File: src/sv/interval_room_allocator_macros.svh
// Assertion macros for the interval room allocator.
// Used by the top level only; no other dependencies.
`ifndef INTERVAL_ROOM_ALLOCATOR_MACROS_SVH
`define INTERVAL_ROOM_ALLOCATOR_MACROS_SVH
// Implication property under reset.
`define IRA_ASSERT_IMP(label, ante, cons) \
    label: assert property (@(posedge clk) disable iff (!rst_n) (ante) |-> (cons)) \
        else $error("assertion failed");
// Next-cycle implication under reset.
`define IRA_ASSERT_NXT(label, ante, cons) \
    label: assert property (@(posedge clk) disable iff (!rst_n) (ante) |=> (cons)) \
        else $error("assertion failed");
`endif

File: src/sv/ira_pkg.sv
// Shared types for the interval room allocator.
// No dependencies.
package ira_pkg;
    // Request handed from front to back.
    typedef struct packed {
        logic [31:0] arrival_time;
        logic [31:0] departure_time;
        logic [15:0] booking_tag;
    } req_t;
endpackage

File: src/sv/ira_front.sv
// Front part: two-entry request queue between input port and heap engine.
// Depends on ira_pkg.
module ira_front
(
    input  logic           clk,
    input  logic           rst_n,
    input  logic           in_valid,
    output logic           in_stall,
    input  ira_pkg::req_t  in_req,
    output logic           q_valid,
    input  logic           q_take,
    output ira_pkg::req_t  q_req
);
    ira_pkg::req_t mem_reg [2];
    logic          wr_ptr_reg;
    logic          rd_ptr_reg;
    logic [1:0]    cnt_reg;
    logic          push;
    logic          pop;

    assign in_stall = (cnt_reg == 2'd2);
    assign push     = in_valid && !in_stall;
    assign q_valid  = (cnt_reg != 2'd0);
    assign pop      = q_valid && q_take;
    assign q_req    = mem_reg[rd_ptr_reg];

    // Store incoming request.
    always_ff @(posedge clk)
    begin
        if (push)
        begin
            mem_reg[wr_ptr_reg] <= in_req;
        end
    end

    // Advance pointers and count.
    always_ff @(posedge clk or negedge rst_n)
    begin
        if (!rst_n)
        begin
            wr_ptr_reg <= 1'b0;
            rd_ptr_reg <= 1'b0;
            cnt_reg    <= 2'd0;
        end
        else
        begin
            if (push)
            begin
                wr_ptr_reg <= !wr_ptr_reg;
            end
            if (pop)
            begin
                rd_ptr_reg <= !rd_ptr_reg;
            end
            cnt_reg <= cnt_reg + {1'b0, push} - {1'b0, pop};
        end
    end
endmodule

File: config.mk
export PLATFORM = sky130hd
export DESIGN_NAME = ira_front
export DESIGN_NICKNAME = d
export VERILOG_FILES = /design/src/sv/interval_room_allocator_macros.svh /design/src/sv/ira_pkg.sv /design/src/sv/ira_front.sv
export SDC_FILE = /design/constraint.sdc
export NUM_CORES = 1
export LEC_CHECK = 0
export BUFFER_PORTS_ARGS = -buffer_cell sky130_fd_sc_hd__buf_2
export CORE_MARGIN = 2
export CORE_UTILIZATION = 45
export DETAILED_ROUTE_END_ITERATION = 10
export GPL_TIMING_DRIVEN = 0
export PLACE_DENSITY = 0.79
export SLEW_MARGIN = 20
export SYNTH_ARGS = -nofsm -noshare
export SYNTH_HDL_FRONTEND = slang
export SYNTH_SLANG_ARGS = --single-unit
File: constraint.sdc
create_clock -name clk -period 6.2 [get_ports clk]
set_input_delay 1.24 -clock clk [delete_from_list [all_inputs] [get_ports clk]]
set_output_delay 1.24 -clock clk [all_outputs]
set_load 0.02 [all_outputs]
* After elaboration in Yosys (flattened, before gate mapping) *
Memory sizes are Yosys's and may differ from the RTL's.
Index checks and enable logic that the tools add are counted.

word-level totals
  bits in registers = 4
  memory bits (writable) = 160
  input port bits = 84
  output and inout port bits = 82
  word-level logic and storage cells = 15
  memories = 1

memory list
  name     depth  width  read ports  clocked after Yosys merged registers in  write ports  line             text
  mem_reg  2      80     1           0                                        1            ira_front.sv:14  ira_pkg::req_t mem_reg [2];

cells by class
  add/subtract/negate cells = 2
  equality and inequality tests = 1
  muxes and demuxes = 2
  reductions and logical operators = 6

operators by type and width
  operator                                     number
  1-bit zero test                              3
  2-bit by 1-bit adder with 2-bit output       1
  2-bit equality test (second input constant)  1
  1-bit logical AND                            2
  1-bit two-way mux                            2
  2-bit nonzero test                           1
  2-bit by 1-bit subtractor with 2-bit output  1

* Logic depth before layout (Yosys ltp) *
  word-level depth = 5
  gate-level depth with buffers = 7
  mapped depth without buffers = 7

* Worst setup path after synthesis *
No wires, ideal clock.

  path type = input to register
  start point = in in_valid
  end point = mem mem_reg[0][0] (netlist bit), enable pin
  arrival = 4.670 ns
  required time = 5.681 ns
  setup slack = 1.011 ns
  stages = 2
  cell sequence = nand2_1 -> nor2_1

between the ends
  word-level cells in the longest chain between the ends = 3

RTL lines
  element                                  line             text
  start: declaration                       ira_front.sv:7   input logic in_valid,
  1-bit logical AND                        ira_front.sv:22  assign push = in_valid && !in_stall;
  1-bit two-way mux                        ira_front.sv:30  if (push)
  1-bit two-way mux (not written as such)  ira_front.sv:32  mem_reg[wr_ptr_reg] <= in_req;
  end: declaration                         ira_front.sv:14

No other way between the ends.

==> flow_summary.ini <==
[routing]
m1WireLength_um = 4150
met2WireLength_um = 5620
dr_wl_met3_um = 747
highest_layer = met5
drt_iter0_markers = 201
via_per_inst = 4.73
wire_per_inst_um = 16.5
drc = 0
num_vias = 3067
firstDrtPassIters = 4
wl_um = 10700
final_antenna_net_count = 0

[power]
power_frac_seq_pct = 38.3
p_sw_mw = 1.28
pwr-share-clk_pct = 24.0
p_sw_share_pct = 31.0
ir_drop_v = 0.000305
p_comb_share_pct = 37.7
power.total_mw = 4.12
powerDensity_nw_per_um2 = 509
p_int_mw = 2.84
p_leak_nw = 3.30

[place]
place_congestion = 0.693
dpl_cell_area_um2 = 7540
port_buffers = 165
dpl.hpwl_um = 7310

[synthesis]
async_flop_share_pct = 2.44
synth_seq_cells = 164
synth.area.top_cells = edfxtp_1, mux2_4, buf_12
synth_cells = 267
synth-edff-count = 160
synth_most_common_cell = edfxtp_1
ys_seq_area_share_pct = 76.9
synthesis.area_um2 = 6380
avgSynthCellArea_um2 = 23.9
synth_common_cells = edfxtp_1, mux2_4, buf_12
yosysTopAreaCell = edfxtp_1
synth_cell_types = 16
syn_nets = 353
ys_warn_count = 0
synthFlopType = edfxtp_1
synth_top_area_share_pct = 75.4

[critical_path]
reg2reg_slack_ns = 4.26
worstSetupStartpointType = register
crit_required_ns = 4.96
end_kind = output port
max_stage_delay_ns = 0.34
path_class = reg -> out
crit_chain = buf_6, buf_12, mux2_4, buf_2
crit_fanout = 10
r2r-start = cnt_reg[0]
critPathArrivalTime_ns = 1.64
cp_slowest_cell = dfrtp_1
rr_worst_depth = 5
worstReg2RegEnd = mem_reg[0][32]

[clocking]
clkTransAtPathRegs_ns = 0.06
clk_latency_ns = 0.41
cts_tree = built
post_cts.repair.setup_buffers = 0
cts_buffers = 17
clockRootBuffer = clkbuf_16
htree_levels = 4
cts_hold_buffers = 0
cts.sinks = 164
cts_max_path_buffers = 2
cts_resized = 0

[min_path]
whs_path_depth = 1
worstHoldStart = cnt_reg[0]
worst_hold_path.endpoint = cnt_reg[0]
hold_path.class = reg -> reg

[finish]
seq_area_um2 = 4900
antennaDiodeCount = 0
fillers = 1065
final_area_um2 = 8110
multi_input_area_um2 = 1310
largest_register_ffs = 160
nets = 541
drive_gt1_share_pct = 62.0
syn2layout_area_growth_pct = 27.1
finish.utilization_pct = 58.4

[timing]
setup-violations-final = 0
hold_viol_final = 0
slew_headroom_pct = 58.7
fin_worst_skew_ns = 0.00631
post-route-min-period_ns = 2.88
report.final.slew_viol_count = 0
rsz0062_at_grt = no
fmax_ghz = 0.347
finalCritPeriodShare_pct = 46.5
worst_slew_pin_slew_ns = 0.618

[global_route]
grt_pass1_vias = 3240
grt_pass1_wl_um = 16000
grt_overflow = 0
grt_max_degree = 42
track_usage_pct = 14.5
antenna_found_initial = 1

[floorplan]
die_width_um = 123
io_pins = 166
die_y_um = 123
initial_core_util_pct = 45.9
die_area_um2 = 15100
rows = 43
core-area_um2 = 13900

[run_status]
run_status = finished clean

[job]
maxCapViolCount = 0
[cell usage in the layout, fill, tap and decap left out, drive strengths merged]
master / n
and2: 1
and3: 1
buf: 178
bufinv: 2
clkbuf: 18
clkinv: 9
clkinvlp: 1
dfrtp: 4
edfxtp: 160
ha: 2
inv: 4
mux2: 80
nand2: 1
nand2b: 1
nor2: 1
or2: 1
xnor2: 3
xor2: 1
[layout make-up]
class,count,share of cell area (%)
clock inverter,14,1.67
sequential,164,60.5
inverter,2,0.0926
buffer,9,2.11
clock buffer,18,5.29
timing repair buffer,169,11.5
tap,180,2.78
multi-input combinational,92,16.1
[cells by family (layout without fill, tap and decap cells)]
group | Yosys count | in the layout | synth area share (%)
adder cells (fa/ha/maj) | 2 | 2 | 0.392
XOR/XNOR | 4 | 4 | 0.550
buffers and inverters | 11 | 212 | 2.81
multiplexers | 80 | 80 | 18.8
flip-flops | 164 | 164 | 76.9
AND/OR/NAND/NOR | 6 | 6 | 0.550
[worst max-delay path by stage]
stage / from / slack (ns) / depth (start not counted) / end
floorplan: in_valid / 1.01 / 2 / mem_reg[0][0]
global placement: in_valid / -0.80 / 3 / mem_reg[0][11]
CTS: rd_ptr_reg / 3.27 / 4 / q_req[30]
global route: rd_ptr_reg / 3.22 / 4 / q_req[35]
finish: rd_ptr_reg / 3.32 / 4 / q_req[35]
detailed placement: in_valid / 3.44 / 5 / mem_reg[0][11]
[critical path, delay by kind of cell (launching register included)]
kind | cells | cell delay, ns
buf+inv | 3 | 0.57
flops | 1 | 0.34
mux | 1 | 0.31
[power groups by stage]
stage	clock (mW)	sequential, mW	combinational [mW]
finish	0.988	1.58	1.55
floorplan	0	1.61	1.14
CTS	1.02	1.58	1.58
global placement	0	1.63	1.50
detailed placement	0	1.61	1.58
global route	1.07	1.60	1.66
[through the flow]
step           std cells  hold WS, ns  setup TNS (ns)  worst slack, ns
2_1_floorplan        267        0.461               0             1.01
3_3_place_gp         612        0.475          -63.50           -0.801
3_5_place_dp         616        0.525               0             3.44
4_1_cts              648        0.542               0             3.27
5_1_grt              648        0.573               0             3.22
6_report             648        0.537               0             3.32
[per-layer routing]
layer / vias to the layer above / GRT usage [%]
li1: 1436 / -
met1: 1497 / 16.4
met2: 120 / 24.9
met3: 12 / 5.77
met4: 2 / 5.33
met5: - / 0
Note: power is estimated with default switching activity, not from simulation.
